$ cat src/rtl/mouse_packet_cursor_tracker_core_defines.svh
// assertion macros for the mouse cursor tracker
`ifndef MOUSE_PACKET_CURSOR_TRACKER_CORE_DEFINES_SVH
`define MOUSE_PACKET_CURSOR_TRACKER_CORE_DEFINES_SVH

`ifndef SYNTHESIS
`define MPCT_ASSERT_IMP(label, clk, rst, ante, cons) \
  label: assert property (@(posedge clk) disable iff (rst) (ante) |-> (cons)) \
    else $error("same-cycle check failed");
`define MPCT_ASSERT_NEXT(label, clk, rst, ante, cons) \
  label: assert property (@(posedge clk) disable iff (rst) (ante) |=> (cons)) \
    else $error("next-cycle check failed");
`else
`define MPCT_ASSERT_IMP(label, clk, rst, ante, cons)
`define MPCT_ASSERT_NEXT(label, clk, rst, ante, cons)
`endif

`endif

$ cat src/rtl/mpct_pkg.sv
`timescale 1ns / 1ps

package mpct_pkg;

  localparam int DATA_BITS      = 8;
  localparam int SIZE_BITS      = 13;
  localparam int BUTTON_BITS    = 3;
  localparam int DELTA_BITS     = 9;
  localparam int CFG_INDEX_BITS = 4;

  localparam int HDR_X_SIGN = 4;
  localparam int HDR_Y_SIGN = 5;

  localparam logic [SIZE_BITS-1:0] RESET_WIDTH  = 13'd1024;
  localparam logic [SIZE_BITS-1:0] RESET_HEIGHT = 13'd768;
  localparam int unsigned CENTER_X = 512;
  localparam int unsigned CENTER_Y = 384;

  typedef enum logic [CFG_INDEX_BITS-1:0] {
    REG_SCREEN_WIDTH  = 4'd0,
    REG_SCREEN_HEIGHT = 4'd1
  } reg_index_t;

  typedef enum logic [1:0] {
    POS_HEADER = 2'd0,
    POS_X      = 2'd1,
    POS_Y      = 2'd2
  } byte_pos_t;

endpackage

$ cat src/rtl/mpct_byte_if.sv
`timescale 1ns / 1ps

interface mpct_byte_if;
  logic                           valid;
  logic                           ready;
  logic [mpct_pkg::DATA_BITS-1:0] data_byte;
  logic                           from_mouse;

  modport source (output valid, output data_byte, output from_mouse, input ready);
  modport sink   (input valid, input data_byte, input from_mouse, output ready);
endinterface

$ cat src/rtl/mpct_result_if.sv
`timescale 1ns / 1ps

interface mpct_result_if #(
  parameter int COORD_BITS = 12
);
  logic                             valid;
  logic                             ready;
  logic [COORD_BITS-1:0]            cursor_x;
  logic [COORD_BITS-1:0]            cursor_y;
  logic [mpct_pkg::BUTTON_BITS-1:0] button_bits;
  logic                             packet_done;

  modport source (output valid, output cursor_x, output cursor_y, output button_bits,
                  output packet_done, input ready);
  modport sink   (input valid, input cursor_x, input cursor_y, input button_bits,
                  input packet_done, output ready);
endinterface

$ cat src/rtl/mpct_axis.sv
`timescale 1ns / 1ps

module mpct_axis #(
  parameter int COORD_BITS = 12
) (
  input  logic [COORD_BITS-1:0]             pos,
  input  logic [mpct_pkg::DELTA_BITS-1:0]   delta,
  input  logic                              negate,
  input  logic [mpct_pkg::SIZE_BITS-1:0]    size,
  output logic [COORD_BITS-1:0]             pos_new
);

  localparam int SW = COORD_BITS + 2;
  localparam int LW = (mpct_pkg::SIZE_BITS > COORD_BITS + 1) ? mpct_pkg::SIZE_BITS
                                                             : COORD_BITS + 1;

  logic [LW-1:0]        size_w;
  logic [LW-1:0]        cap_w;
  logic [LW-1:0]        size_eff;
  logic [COORD_BITS-1:0] limit;
  logic signed [SW-1:0] pos_ext;
  logic signed [SW-1:0] delta_ext;
  logic signed [SW-1:0] sum;

  // largest legal coordinate for the configured size
  always_comb begin
    size_w = LW'(size);
    cap_w  = LW'(1) << COORD_BITS;
    if (size_w == '0) begin
      size_eff = LW'(1);
    end else if (size_w > cap_w) begin
      size_eff = cap_w;
    end else begin
      size_eff = size_w;
    end
    limit = COORD_BITS'(size_eff - LW'(1));
  end

  assign pos_ext   = signed'({2'b00, pos});
  assign delta_ext = signed'({{(SW - mpct_pkg::DELTA_BITS){delta[mpct_pkg::DELTA_BITS-1]}},
                              delta});
  assign sum       = negate ? (pos_ext - delta_ext) : (pos_ext + delta_ext);

  always_comb begin
    if (sum[SW-1]) begin
      pos_new = '0;
    end else if (sum[COORD_BITS:0] > {1'b0, limit}) begin
      pos_new = limit;
    end else begin
      pos_new = sum[COORD_BITS-1:0];
    end
  end

endmodule

$ cat src/rtl/mouse_packet_cursor_tracker_core.sv
// each byte passes the input register, then the result register; add and clamp per axis
// sit between the two; one byte per cycle unless the result side stalls
// every byte yields one result; packet_done marks the third mouse byte of a packet
// reset (rst, synchronous): packet position to header, cursor to 512/384, buttons clear,
// screen size 1024 x 768, both pipeline stages empty
`timescale 1ns / 1ps
`include "mouse_packet_cursor_tracker_core_defines.svh"

module mouse_packet_cursor_tracker_core #(
  parameter int COORD_BITS = 12
) (
  input  logic                                 clk,
  input  logic                                 rst,
  input  logic                                 cfg_wr_en,
  input  logic [mpct_pkg::CFG_INDEX_BITS-1:0]  cfg_index,
  input  logic [mpct_pkg::SIZE_BITS-1:0]       cfg_data,
  mpct_byte_if.sink                            byte_in,
  mpct_result_if.source                        result_out
);

  localparam int unsigned RESET_X = mpct_pkg::CENTER_X % (1 << COORD_BITS);
  localparam int unsigned RESET_Y = mpct_pkg::CENTER_Y % (1 << COORD_BITS);

  logic [mpct_pkg::SIZE_BITS-1:0] screen_width;
  logic [mpct_pkg::SIZE_BITS-1:0] screen_height;

  logic                           s1_valid;
  logic [mpct_pkg::DATA_BITS-1:0] s1_data;
  logic                           s1_mouse;
  logic                           advance;

  mpct_pkg::byte_pos_t              byte_position;
  mpct_pkg::byte_pos_t              byte_position_next;
  logic [mpct_pkg::DATA_BITS-1:0]   header_byte;
  logic [mpct_pkg::DATA_BITS-1:0]   header_byte_next;
  logic [mpct_pkg::DATA_BITS-1:0]   x_delta_byte;
  logic [mpct_pkg::DATA_BITS-1:0]   x_delta_byte_next;
  logic [COORD_BITS-1:0]            pos_x;
  logic [COORD_BITS-1:0]            pos_x_next;
  logic [COORD_BITS-1:0]            pos_y;
  logic [COORD_BITS-1:0]            pos_y_next;
  logic [mpct_pkg::BUTTON_BITS-1:0] buttons_held;
  logic [mpct_pkg::BUTTON_BITS-1:0] buttons_held_next;
  logic                             done_next;

  logic [COORD_BITS-1:0]            x_clamped;
  logic [COORD_BITS-1:0]            y_clamped;

  logic                             out_valid;
  logic [COORD_BITS-1:0]            out_x;
  logic [COORD_BITS-1:0]            out_y;
  logic [mpct_pkg::BUTTON_BITS-1:0] out_buttons;
  logic                             out_done;

  // configuration
  always_ff @(posedge clk) begin
    if (rst) begin
      screen_width  <= mpct_pkg::RESET_WIDTH;
      screen_height <= mpct_pkg::RESET_HEIGHT;
    end else if (cfg_wr_en) begin
      if (cfg_index == mpct_pkg::REG_SCREEN_WIDTH) begin
        screen_width <= cfg_data;
      end
      if (cfg_index == mpct_pkg::REG_SCREEN_HEIGHT) begin
        screen_height <= cfg_data;
      end
    end
  end

  // input register
  assign advance       = s1_valid && (!out_valid || result_out.ready);
  assign byte_in.ready = !s1_valid || advance;

  always_ff @(posedge clk) begin
    if (rst) begin
      s1_valid <= 1'b0;
    end else if (byte_in.ready) begin
      s1_valid <= byte_in.valid;
    end
  end

  always_ff @(posedge clk) begin
    if (byte_in.valid && byte_in.ready) begin
      s1_data  <= byte_in.data_byte;
      s1_mouse <= byte_in.from_mouse;
    end
  end

  // per-axis add and clamp
  mpct_axis #(.COORD_BITS(COORD_BITS)) u_axis_x (
    .pos     (pos_x),
    .delta   ({header_byte[mpct_pkg::HDR_X_SIGN], x_delta_byte}),
    .negate  (1'b0),
    .size    (screen_width),
    .pos_new (x_clamped)
  );

  mpct_axis #(.COORD_BITS(COORD_BITS)) u_axis_y (
    .pos     (pos_y),
    .delta   ({header_byte[mpct_pkg::HDR_Y_SIGN], s1_data}),
    .negate  (1'b1),
    .size    (screen_height),
    .pos_new (y_clamped)
  );

  // packet assembly
  always_comb begin
    byte_position_next = byte_position;
    header_byte_next   = header_byte;
    x_delta_byte_next  = x_delta_byte;
    pos_x_next         = pos_x;
    pos_y_next         = pos_y;
    buttons_held_next  = buttons_held;
    done_next          = 1'b0;
    if (s1_mouse) begin
      unique case (byte_position)
        mpct_pkg::POS_HEADER: begin
          header_byte_next   = s1_data;
          byte_position_next = mpct_pkg::POS_X;
        end
        mpct_pkg::POS_X: begin
          x_delta_byte_next  = s1_data;
          byte_position_next = mpct_pkg::POS_Y;
        end
        default: begin
          byte_position_next = mpct_pkg::POS_HEADER;
          buttons_held_next  = header_byte[mpct_pkg::BUTTON_BITS-1:0];
          pos_x_next         = x_clamped;
          pos_y_next         = y_clamped;
          done_next          = 1'b1;
        end
      endcase
    end
  end

  always_ff @(posedge clk) begin
    if (rst) begin
      byte_position <= mpct_pkg::POS_HEADER;
      header_byte   <= '0;
      x_delta_byte  <= '0;
      pos_x         <= COORD_BITS'(RESET_X);
      pos_y         <= COORD_BITS'(RESET_Y);
      buttons_held  <= '0;
    end else if (advance) begin
      byte_position <= byte_position_next;
      header_byte   <= header_byte_next;
      x_delta_byte  <= x_delta_byte_next;
      pos_x         <= pos_x_next;
      pos_y         <= pos_y_next;
      buttons_held  <= buttons_held_next;
    end
  end

  // result register
  always_ff @(posedge clk) begin
    if (rst) begin
      out_valid <= 1'b0;
    end else if (advance) begin
      out_valid <= 1'b1;
    end else if (result_out.ready) begin
      out_valid <= 1'b0;
    end
  end

  always_ff @(posedge clk) begin
    if (advance) begin
      out_x       <= pos_x_next;
      out_y       <= pos_y_next;
      out_buttons <= buttons_held_next;
      out_done    <= done_next;
    end
  end

  assign result_out.valid       = out_valid;
  assign result_out.cursor_x    = out_x;
  assign result_out.cursor_y    = out_y;
  assign result_out.button_bits = out_buttons;
  assign result_out.packet_done = out_done;

  `MPCT_ASSERT_IMP(a_result_tracks_xy, clk, rst, out_valid, (out_x == pos_x) && (out_y == pos_y))
  `MPCT_ASSERT_IMP(a_result_tracks_buttons, clk, rst, out_valid, out_buttons == buttons_held)
  `MPCT_ASSERT_IMP(a_done_to_header, clk, rst, out_valid && out_done, byte_position == mpct_pkg::POS_HEADER)
  `MPCT_ASSERT_IMP(a_position_legal, clk, rst, 1'b1, byte_position != 2'd3)
  `MPCT_ASSERT_NEXT(a_stage_holds, clk, rst, s1_valid && !advance, s1_valid)

endmodule

$ cat src/flat_wrapper.sv
// flat-port wrapper written by rule: the top's interface ports become plain ports
module mouse_packet_cursor_tracker_core_flat 
#(
  parameter int COORD_BITS = 12
)
  (clk, rst, cfg_wr_en, cfg_index, cfg_data, byte_in_valid, byte_in_data_byte, byte_in_from_mouse, byte_in_ready, result_out_valid, result_out_cursor_x, result_out_cursor_y, result_out_button_bits, result_out_packet_done, result_out_ready);
  mpct_byte_if byte_in_i ();
  mpct_result_if #(.COORD_BITS(COORD_BITS)) result_out_i ();
  input  logic clk;
  input  logic rst;
  input  logic cfg_wr_en;
  input  logic [mpct_pkg::CFG_INDEX_BITS-1:0] cfg_index;
  input  logic [mpct_pkg::SIZE_BITS-1:0] cfg_data;
  input wire logic [$bits(byte_in_i.valid)-1:0] byte_in_valid;
  input wire logic [$bits(byte_in_i.data_byte)-1:0] byte_in_data_byte;
  input wire logic [$bits(byte_in_i.from_mouse)-1:0] byte_in_from_mouse;
  output wire logic [$bits(byte_in_i.ready)-1:0] byte_in_ready;
  output wire logic [$bits(result_out_i.valid)-1:0] result_out_valid;
  output wire logic [$bits(result_out_i.cursor_x)-1:0] result_out_cursor_x;
  output wire logic [$bits(result_out_i.cursor_y)-1:0] result_out_cursor_y;
  output wire logic [$bits(result_out_i.button_bits)-1:0] result_out_button_bits;
  output wire logic [$bits(result_out_i.packet_done)-1:0] result_out_packet_done;
  input wire logic [$bits(result_out_i.ready)-1:0] result_out_ready;
  assign byte_in_i.valid = byte_in_valid;
  assign byte_in_i.data_byte = byte_in_data_byte;
  assign byte_in_i.from_mouse = byte_in_from_mouse;
  assign byte_in_ready = byte_in_i.ready;
  assign result_out_valid = result_out_i.valid;
  assign result_out_cursor_x = result_out_i.cursor_x;
  assign result_out_cursor_y = result_out_i.cursor_y;
  assign result_out_button_bits = result_out_i.button_bits;
  assign result_out_packet_done = result_out_i.packet_done;
  assign result_out_i.ready = result_out_ready;
  mouse_packet_cursor_tracker_core #(.COORD_BITS(COORD_BITS)) u_core (.clk(clk), .rst(rst), .cfg_wr_en(cfg_wr_en), .cfg_index(cfg_index), .cfg_data(cfg_data), .byte_in(byte_in_i), .result_out(result_out_i));
endmodule
$ cat config.mk
export PLATFORM = sky130hd
export DESIGN_NAME = mouse_packet_cursor_tracker_core_flat
export DESIGN_NICKNAME = d
export VERILOG_FILES = /design/src/rtl/mpct_pkg.sv /design/src/rtl/mpct_byte_if.sv /design/src/rtl/mpct_result_if.sv /design/src/rtl/mpct_axis.sv /design/src/rtl/mouse_packet_cursor_tracker_core.sv /design/src/flat_wrapper.sv
export VERILOG_INCLUDE_DIRS = /design/src /design/src/rtl
export SDC_FILE = /design/constraint.sdc
export NUM_CORES = 1
export LEC_CHECK = 0
export BUFFER_PORTS_ARGS = -buffer_cell sky130_fd_sc_hd__clkbuf_2
export CORE_MARGIN = 1
export CORE_UTILIZATION = 45
export CTS_CLUSTER_SIZE = 8
export DETAILED_ROUTE_END_ITERATION = 10
export SLEW_MARGIN = 20
export SYNTH_ARGS = -nofsm -noshare
export SYNTH_HDL_FRONTEND = slang
export SYNTH_SLANG_ARGS = --single-unit
$ cat constraint.sdc
create_clock -name clk -period 5.3 [get_ports clk]
set_input_delay 0.265 -clock clk [delete_from_list [all_inputs] [get_ports clk]]
set_output_delay 0.265 -clock clk [all_outputs]
set_load 0.01 [all_outputs]
==> impl_metrics.csv, run 1 <==
group,metric,value,unit
outcome,status,"completed",
sta,fin_tns_setup,0,ns
synth,async_flop_share,0,%
sta,tightest_slew,0.660,ns
floorplanning,rows,43,
global_route,grt_max_degree,55,
clocking,worstSkewPairLatency,0.34,ns
synth,postSynthCellCount,682,
clocking,numCtsBuffers,9,
worst_setup_path,r2r-end,"u_core.result_out.cursor_x[6]",
synth,yosysWarnings,0,
power,vdd_ir_drop_max,0.153,mV
global_route,grt_first_pass_wirelength,24300,um
synth,synth_nets,767,
routing,wl_per_cell,16.3,um
power,p_leak,3.28,nW
power,clkPwrFrac,38.2,%
clocking,cts_sinks,107,
sta,hold_viol,0,
min_path,worstHoldPathCells,1,
synth,seq_area_frac_synth,39.1,%
power,swShare,25.3,%
min_path,hold_path.class,"in2reg",
worst_setup_path,cp.arrival,5.11,ns
final_layout,fin_nets,821,
sta,finalCritPeriodShare,94.6,%
routing,drt-pass1-iter-count,5,
global_route,track_usage,21.4,%
clocking,clk_pin_slew,0.07,ns
power,powerDensity,258,nW/um2
floorplanning,die_h,121,um
floorplanning,start_util,46.3,%
routing,postRouteWirelength,15100,um
final_layout,layout_common_cells,"nor2_1 (87), dfxtp_1 (70), clkbuf_2 (60), ha_1 (51), mux2i_1 (47)",
sta,drv_slew,0,
placement,gp_congestion,0.871,
synth,synth_seq_cells,107,
worst_setup_path,start_kind,"flip-flop",
global_route,grt_pass1_vias,4690,
final_layout,final_cell_count_no_fill,921,
power,switchingPower,0.000472,W
worst_setup_path,path_max_fanout,12,
synth,syn_area,6420,um2
clocking,postCtsHoldBufs,0,
worst_setup_path,reg2reg_depth,18,
clocking,htree_levels,3,
sta,min_period,5.01,ns
floorplanning,io_pins,61,
routing,via_per_inst,5.55,
final_layout,layout_commonest_cell,"nor2_1",
worst_setup_path,required,5.40,ns
floorplanning,die_w,121,um
floorplanning,die_area,14800,um2
routing,ant_nets,0,
power,intPower,0.00139,W
worst_setup_path,crit_path_end_kind,"flip-flop",
synth,avgSynthCellArea,9.42,um2
clocking,root_buffer,"clkbuf_16",
synth,synth_flop_cell,"dfxtp_1",
power,seqPwrFrac,46.9,%
final_layout,area_growth,12.6,%
sta,setup-violations-final,0,
routing,drc,0,
sta,rsz0062_at_grt,"false",
min_path,hp-start,"byte_in_data_byte[4]",
clocking,clock_path_buffers,2,
worst_setup_path,r2r_slack,0.29,ns
routing,num_vias,5116,
placement,port_buffers,60,
synth,synth.distinct_cells,64,
final_layout,drive_above_1_share,14.6,%
sta,fin_skew,0.0113,ns
global_route,overflow,0,
placement,hpwl,11700,um
placement,dp.cells,905,
global_route,antenna_found_initial,0,
sta,maxSlewHeadroom,55.8,%
synth,synth_edf_count,37,
worst_setup_path,r2r_start,"u_core.screen_width[2]",
sta,fmax,199,MHz
flow_run,maxCapViolCount,0,
routing,drtIter0Drc,334,
worst_setup_path,path_class,"reg2reg",
power,comb_power_share,14.9,%
floorplanning,core_region_area,13900,um2
final_layout,n_antenna_cell,0,
min_path,hold_path_end,"u_core.s1_data[4]",
clocking,cts_tree,"built",
-- cell families after synthesis --
logic type	Yosys count	synth area share (%)
compound gates	158	16.9
xor+xnor	28	3.94
fa+ha+maj	54	10.8
buf+inv	67	4.17
flops	107	39.1
mux	57	9.12
simple gates	211	16.0
-- how the worst max path moves through the flow --
stage | to | start | slack, ns
final | u_core.result_out.cursor_x[6] | u_core.screen_width[2] | 0.29
after global routing | u_core.result_out.cursor_x[6] | u_core.screen_width[2] | 0.01
after CTS | u_core.result_out.cursor_y[7] | u_core.screen_height[2] | 0.22
after detailed placement | u_core.result_out.cursor_y[7] | u_core.screen_height[2] | 0.23
after global placement | u_core.result_out.cursor_y[7] | u_core.screen_height[2] | 0.31
after floorplan | u_core.result_out.cursor_y[3] | u_core.screen_height[2] | 0.77
-- registers in the layout (all words and copies together) (netlist names) --
signal                         count
u_core.buttons_held                3
u_core.byte_position               2
u_core.header_byte                 5
u_core.pos_x                      12
u_core.pos_y                      12
u_core.result_out.button_bits      3
u_core.result_out.cursor_x        12
u_core.result_out.cursor_y        12
u_core.result_out.packet_done      1
u_core.result_out.valid            1
u_core.s1_data                     8
u_core.s1_mouse                    1
u_core.s1_valid                    1
u_core.screen_height              13
u_core.screen_width               13
u_core.x_delta_byte                8
-- synth_stat cells (6+ instances only) --
library cell,instances,share of area [%]
mux2i_1,48,7.5
a22o_1,35,4.8
xor2_1,10,1.4
mux2_2,8,1.4
nand3_1,16,1.2
nor2b_1,8,0.78
ha_1,52,10
clkbuf_1,16,0.94
a31oi_1,9,0.88
o21bai_1,6,0.70
a21oi_1,35,2.7
o21a_1,6,0.70
nor2_1,87,5.1
edfxtp_1,37,17
inv_1,44,2.6
nor3_1,14,1.1
a21o_1,8,0.94
dfxtp_1,70,22
o21ai_0,29,2.3
xnor2_1,17,2.3
or3_1,14,1.4
nand2_1,39,2.3
-- per-stage QoR --
step	power [W]	utilization [%]	hold slack (ns)	setup WS (ns)	cell area, um2
after floorplan	0.00109	-	0.364	0.768	6420
after global placement	0.00116	49.7	0.444	0.312	6890
after detailed placement	0.00116	49.7	0.444	0.234	6890
after CTS	0.00187	51.9	0.0845	0.219	7210
after global routing	0.00194	52.1	0.0810	0.0139	7230
final	0.00187	52.1	0.0939	0.285	7230
-- power groups by stage --
| stage | Combinational, W | Clock, W | Sequential, W |
|---|---|---|---|
| 4_1_cts | 0.000272 | 0.000728 | 0.000874 |
| 5_1_grt | 0.000307 | 0.000761 | 0.000876 |
| 6_report | 0.000277 | 0.000713 | 0.000874 |
| 3_5_place_dp | 0.000271 | 0 | 0.000893 |
| 3_3_place_gp | 0.000266 | 0 | 0.000893 |
| 2_1_floorplan | 0.000196 | 0 | 0.000894 |
-- final cells by class --
class	instances	area, um2
fillers	1296	6650
flip-flops and latches	107	2510
inverters	45	169
multi-input cells	508	3670
clock buffers	11	233
clock inverters	5	82.6
repair buffers	65	338
well taps	180	225
-- per-layer routing --
layer | track usage [%] | wire, um | vias up
met1 | 31.7 | 7510 | 2396
met3 | 3.99 | 840 | 11
met2 | 31.5 | 6560 | 122
met4 | 5.56 | 144 | 0
met5 | 0 | 0 | -
li1 | - | - | 2587
-- worst max-delay path, stage by stage, from the launching register on --
cell and delay, ns:
dfxtp_1 0.34, or3_1 0.47, or3_1 0.39, nor4_2 0.32, o21ai_0 0.23, ha_1 0.31
inv_1 0.15, nor3_1 0.06, o21ai_0 0.28, inv_1 0.08, ha_1 0.32, nand3_1 0.10
o21bai_1 0.17, a31oi_1 0.17, o311ai_0 0.13, a21oi_1 0.17, a21o_1 0.44, mux2_2 0.43
a22o_1 0.21
-- timing repair --
item                                   CTS  global route
gates resized for setup                  0             4
setup endpoints to repair                0            20
endpoints found under the hold margin    0             0
buffers inserted                         0             0
No activity file was read; power rests on OpenSTA's default activity.
==> inputs of run 2 (changes only) <==
CELL_PAD_IN_SITES_DETAIL_PLACEMENT = 1   (was default)
CELL_PAD_IN_SITES_GLOBAL_PLACEMENT = 2   (was default)
CORE_UTILIZATION = 38   (was 45)
PLACE_DENSITY_LB_ADDON = 0.1   (was default)
==> impl_metrics.csv, run 2 (synthesis gave the netlist of run 1 again) <==
group,metric,value,unit
global_route,antenna_found_initial,0,
power,comb_power_share,14.5,%
final_layout,multiInputGateArea,3670,um2
global_route,grt_use_met2,33.2,%
routing,via_per_inst,5.48,
power,seqPwrFrac,45.1,%
final_layout,ff_latch_area,2510,um2
power,powerDensity,265,nW/um2
power,intPower,0.00144,W
clocking,root_buffer,"clkbuf_16",
floorplanning,io_pins,61,
power,vdd_ir_drop_max,0.168,mV
global_route,use_met1,30.9,%
floorplanning,start_util,38.9,%
final_layout,layout_common_cells,"nor2_1 (87), dfxtp_1 (70), clkbuf_2 (60), ha_1 (51), mux2i_1 (48)",
worst_setup_path,path_max_fanout,12,
min_path,hold_path.class,"in2reg",
sta,hold_viol,0,
sta,setup-violations-final,0,
power,switchingPower,0.000499,W
final_layout,final_core_util,44.3,%
power,clkPwrFrac,40.4,%
global_route,grt_max_degree,55,
worst_setup_path,cp.arrival,5.13,ns
sta,tightest_slew,0.915,ns
worst_setup_path,start_kind,"flip-flop",
sta,finalCritPeriodShare,94.6,%
outcome,status,"completed",
final_layout,drive_above_1_share,14.7,%
floorplanning,die_w,132,um
clocking,numCtsBuffers,9,
global_route,grt_pass1_vias,5305,
final_layout,nFillCells,1919,
sta,min_period,5.01,ns
final_layout,fin_nets,821,
clocking,clock_path_buffers,2,
clocking,cts_sinks,107,
sta,fmax,199,MHz
final_layout,area_growth,13.9,%
clocking,htree_levels,3,
final_layout,layout_commonest_cell,"nor2_1",
floorplanning,core_region_area,16500,um2
worst_setup_path,crit_path_end_kind,"flip-flop",
power,p_leak,3.29,nW
clocking,cts_setup_buffers,0,
global_route,grt_util_met3,2.92,%
routing,drt-pass1-iter-count,5,
routing,drc,0,
floorplanning,die_area,17400,um2
placement,hpwl,13500,um
sta,holdWs,0.0793,ns
sta,fin_skew,0.00697,ns
sta,fin_tns_setup,0,ns
floorplanning,die_h,132,um
sta,drv_slew,0,
global_route,grt_first_pass_wirelength,28900,um
floorplanning,rows,47,
clocking,cts_tree,"built",
routing,wl_per_cell,18.7,um
routing,drtIter0Drc,272,
final_layout,top_regs,"u_core.screen_height (13), u_core.screen_width (13)",
placement,port_buffers,60,
power,swShare,25.8,%
worst_setup_path,path_class,"reg2reg",
global_route,grt.busiest_layer,"met2",
routing,ant_nets,0,
placement,gp_congestion,0.832,
sta,maxSlewHeadroom,38.8,%
worst_setup_path,required,5.42,ns
routing,num_vias,5265,
global_route,overflow,0,
routing,postRouteWirelength,18000,um
power,p_total,0.00194,W
flow_run,maxCapViolCount,0,
clocking,worstSkewPairLatency,0.36,ns
final_layout,n_antenna_cell,0,
clocking,clk_pin_slew,0.07,ns
global_route,track_usage,21.4,%
run 2: worst paths after layout:
kind / end / slack (ns) / start / cells after the start
max: u_core.result_out.cursor_y[7] / 0.29 / u_core.screen_height[2] / 16
max reg2reg: u_core.result_out.cursor_y[7] / 0.29 / u_core.screen_height[2] / 16
min: u_core.s1_data[1] / 0.08 / byte_in_data_byte[1] / 1
min reg2reg: u_core.byte_position[0] / 0.48 / u_core.byte_position[0] / 2
run 2: cell type report:
class                           count  share of cell area, %
Multi-Input combinational cell    508                   50.2
Clock buffer                        9                   3.08
Tap cell                          220                   3.76
Inverter                           45                   2.31
Timing Repair Buffer               65                   4.62
Sequential cell                   107                   34.3
Clock inverter                      7                   1.66
run 2: worst max-delay path: stages (launching register included):
cell and delay (ns):
dfxtp_1 0.37, nor4_4 0.40, nand3b_2 0.13, or4_1 0.56, nor2_1 0.13, o21ai_0 0.16, ha_2 0.30, a21boi_0 0.14
a31oi_1 0.39, ha_1 0.33, o21ai_0 0.09, nor2_1 0.05, or4_1 0.46, a221oi_1 0.43, o21ai_4 0.25, mux2_4 0.37
a22o_1 0.20
run 2: power groups by stage:
stage          Sequential, W  Combinational [W]  Clock (W)
6_report            0.000875           0.000281   0.000783
5_1_grt             0.000877           0.000311   0.000834
4_1_cts             0.000875           0.000279   0.000804
3_5_place_dp        0.000894           0.000277          0
3_3_place_gp        0.000894           0.000270          0
2_1_floorplan       0.000894           0.000196          0
run 2: routing by layer:
layer / part of all wire (%) / up-vias
met5: 0 / -
met4: 1.3 / 0
met3: 3.9 / 14
met2: 44 / 99
met1: 51 / 2562
li1: - / 2590
run 2: stage by stage:
step                      worst slack (ns)  instance area (um2)  instances
final                                0.287                 7320        961
after global routing               -0.0475                 7320        961
after CTS                            0.118                 7300        961
after detailed placement             0.148                 6950        945
after global placement               0.346                 6950        945
after floorplan                      0.768                 6420        682
run 2: repair_timing:
| item | in CTS | in global routing |
|---|---|---|
| hold buffers | 0 | 0 |
| gates resized for setup | 0 | 5 |
| setup endpoints to repair | 0 | 41 |
==> inputs of run 3 (changes only) <==
PLACE_DENSITY_LB_ADDON = 0.12   (was 0.1)
==> impl_metrics.csv, run 3 (synthesis gave the netlist of run 1 again) <==
group,metric,value,unit
final_layout,area_growth,13.0,%
clocking,cts_setup_buffers,0,
placement,gp_congestion,0.825,
global_route,overflow,0,
clocking,postCtsHoldBufs,0,
clocking,cts_tree,"built",
worst_setup_path,path_class,"reg2reg",
sta,min_period,4.95,ns
sta,fmax,202,MHz
global_route,grt_first_pass_wirelength,28900,um
routing,drtIter0Drc,172,
sta,tightest_slew,0.830,ns
placement,port_buffers,60,
final_layout,nFillCells,1930,
sta,fin_tns_setup,0,ns
clocking,worstSkewPairLatency,0.36,ns
final_layout,top_regs,"u_core.screen_height (13), u_core.screen_width (13)",
global_route,track_usage,21.4,%
clocking,numCtsBuffers,9,
worst_setup_path,path_max_fanout,12,
sta,drv_slew,0,
clocking,clk_pin_slew,0.07,ns
routing,wl_per_cell,18.4,um
final_layout,layout_common_cells,"nor2_1 (87), dfxtp_1 (70), clkbuf_2 (60), ha_1 (51), mux2i_1 (48)",
worst_setup_path,crit_path_end_kind,"flip-flop",
sta,setup-violations-final,0,
clocking,cts_sinks,107,
routing,drt-pass1-iter-count,4,
clocking,ctsResizeCount,0,
global_route,grt_max_degree,55,
final_layout,fin_nets,823,
routing,ant_nets,0,
outcome,status,"completed",
clocking,clock_path_buffers,2,
power,powerDensity,248,nW/um2
routing,num_vias,5248,
floorplanning,die_area,17400,um2
routing,via_per_inst,5.45,
global_route,antenna_found_initial,0,
worst_setup_path,crit_path_cell_trace,"nor4_4 -> nand3b_2 -> or4_1 -> nor2_1 -> o21ai_0 -> ha_2 -> nor3b_1 -> o21ai_0 -> inv_1 -> ha_1 -> nand3_1 -> o21bai_1 -> a31oi_1 -> or4_1 -> a221oi_2 -> o21ai_4 -> mux2_4 -> a22o_1",
sta,finalCritPeriodShare,93.4,%
routing,postRouteWirelength,17700,um
floorplanning,die_w,132,um
floorplanning,io_pins,61,
worst_setup_path,cp.arrival,5.06,ns
worst_setup_path,start_kind,"flip-flop",
power,p_leak,3.26,nW
final_layout,layout_commonest_cell,"nor2_1",
worst_setup_path,slowest_stage,"or4_1",
global_route,grt_pass1_vias,5383,
floorplanning,start_util,38.9,%
clocking,root_buffer,"clkbuf_16",
sta,holdWs,0.0876,ns
min_path,hold_path.class,"in2reg",
floorplanning,rows,47,
floorplanning,die_h,132,um
floorplanning,core_region_area,16500,um2
sta,maxSlewHeadroom,44.4,%
final_layout,drive_above_1_share,14.8,%
final_layout,n_antenna_cell,0,
worst_setup_path,critical-path-max-stage-delay,0.55,ns
placement,hpwl,13600,um
power,p_total,0.00180,W
flow_run,maxCapViolCount,0,
routing,drc,0,
sta,hold_viol,0,
worst_setup_path,required,5.41,ns
sta,rsz0062_at_grt,"false",
power,vdd_ir_drop_max,0.178,mV
clocking,htree_levels,3,
sta,fin_skew,0.00854,ns
[run 3: changes by cell type in the layout (fill, tap and decap cells not counted), sizes merged]
cell and delta:
clkinvlp +3, clkinv -1, bufinv -3, buf +2, clkbuf +1
[run 3: where the power goes]
part	internal [W]	leakage [nW]	total, W	switching [W]
Sequential	0.000864	0.921	0.000875	0.0000114
Clock	0.000323	0.126	0.000640	0.000317
Combinational	0.000115	2.21	0.000285	0.000171
Total	0.00130	3.26	0.00180	0.000499
[run 3: critical path: cells and delay by family (launching register included)]
kind                     cells  cell delay (ns)
AO/OA/AOI/OAI                7             1.38
adder cells (fa/ha/maj)      2             0.61
buffers and inverters        1             0.08
flip-flops                   1             0.38
multiplexers                 1             0.36
AND/OR/NAND/NOR              7             1.90
[run 3: final cells by class]
type / count / area (um2) / share of cell area, %
clock buffer: 10 / 229 / 3.15
clock inverter: 6 / 48.8 / 0.672
inverter: 45 / 169 / 2.33
multi-input combinational: 508 / 3670 / 50.6
sequential: 107 / 2510 / 34.6
tap: 220 / 275 / 3.79
timing repair buffer: 67 / 353 / 4.86
[run 3: path summary, 6_finish.rpt]
kind | end | start | slack, ns | depth (start not counted)
max | u_core.result_out.cursor_y[7] | u_core.screen_height[2] | 0.35 | 18
min | u_core.s1_data[0] | byte_in_data_byte[0] | 0.09 | 1
min reg2reg | u_core.buttons_held[0] | u_core.buttons_held[0] | 0.50 | 2
max reg2reg | u_core.result_out.cursor_y[7] | u_core.screen_height[2] | 0.35 | 18
[run 3: routing by layer]
metal / part of all wire (%) / global-route usage [%]
met1: 49 / 28.8
met2: 47 / 35.4
met3: 3.2 / 3.69
met4: 1.2 / 5.81
met5: 0 / 0
[run 3: per-stage QoR]
stage               instance area [um2]  util, %  instances  setup slack, ns
floorplan                          6420        -        682            0.768
global placement                   6960     42.1        947            0.349
detailed placement                 6960     42.1        947            0.178
CTS                                7240     43.8        963            0.150
global route                       7260     43.9        963           0.0206
finish                             7260     43.9        963            0.350
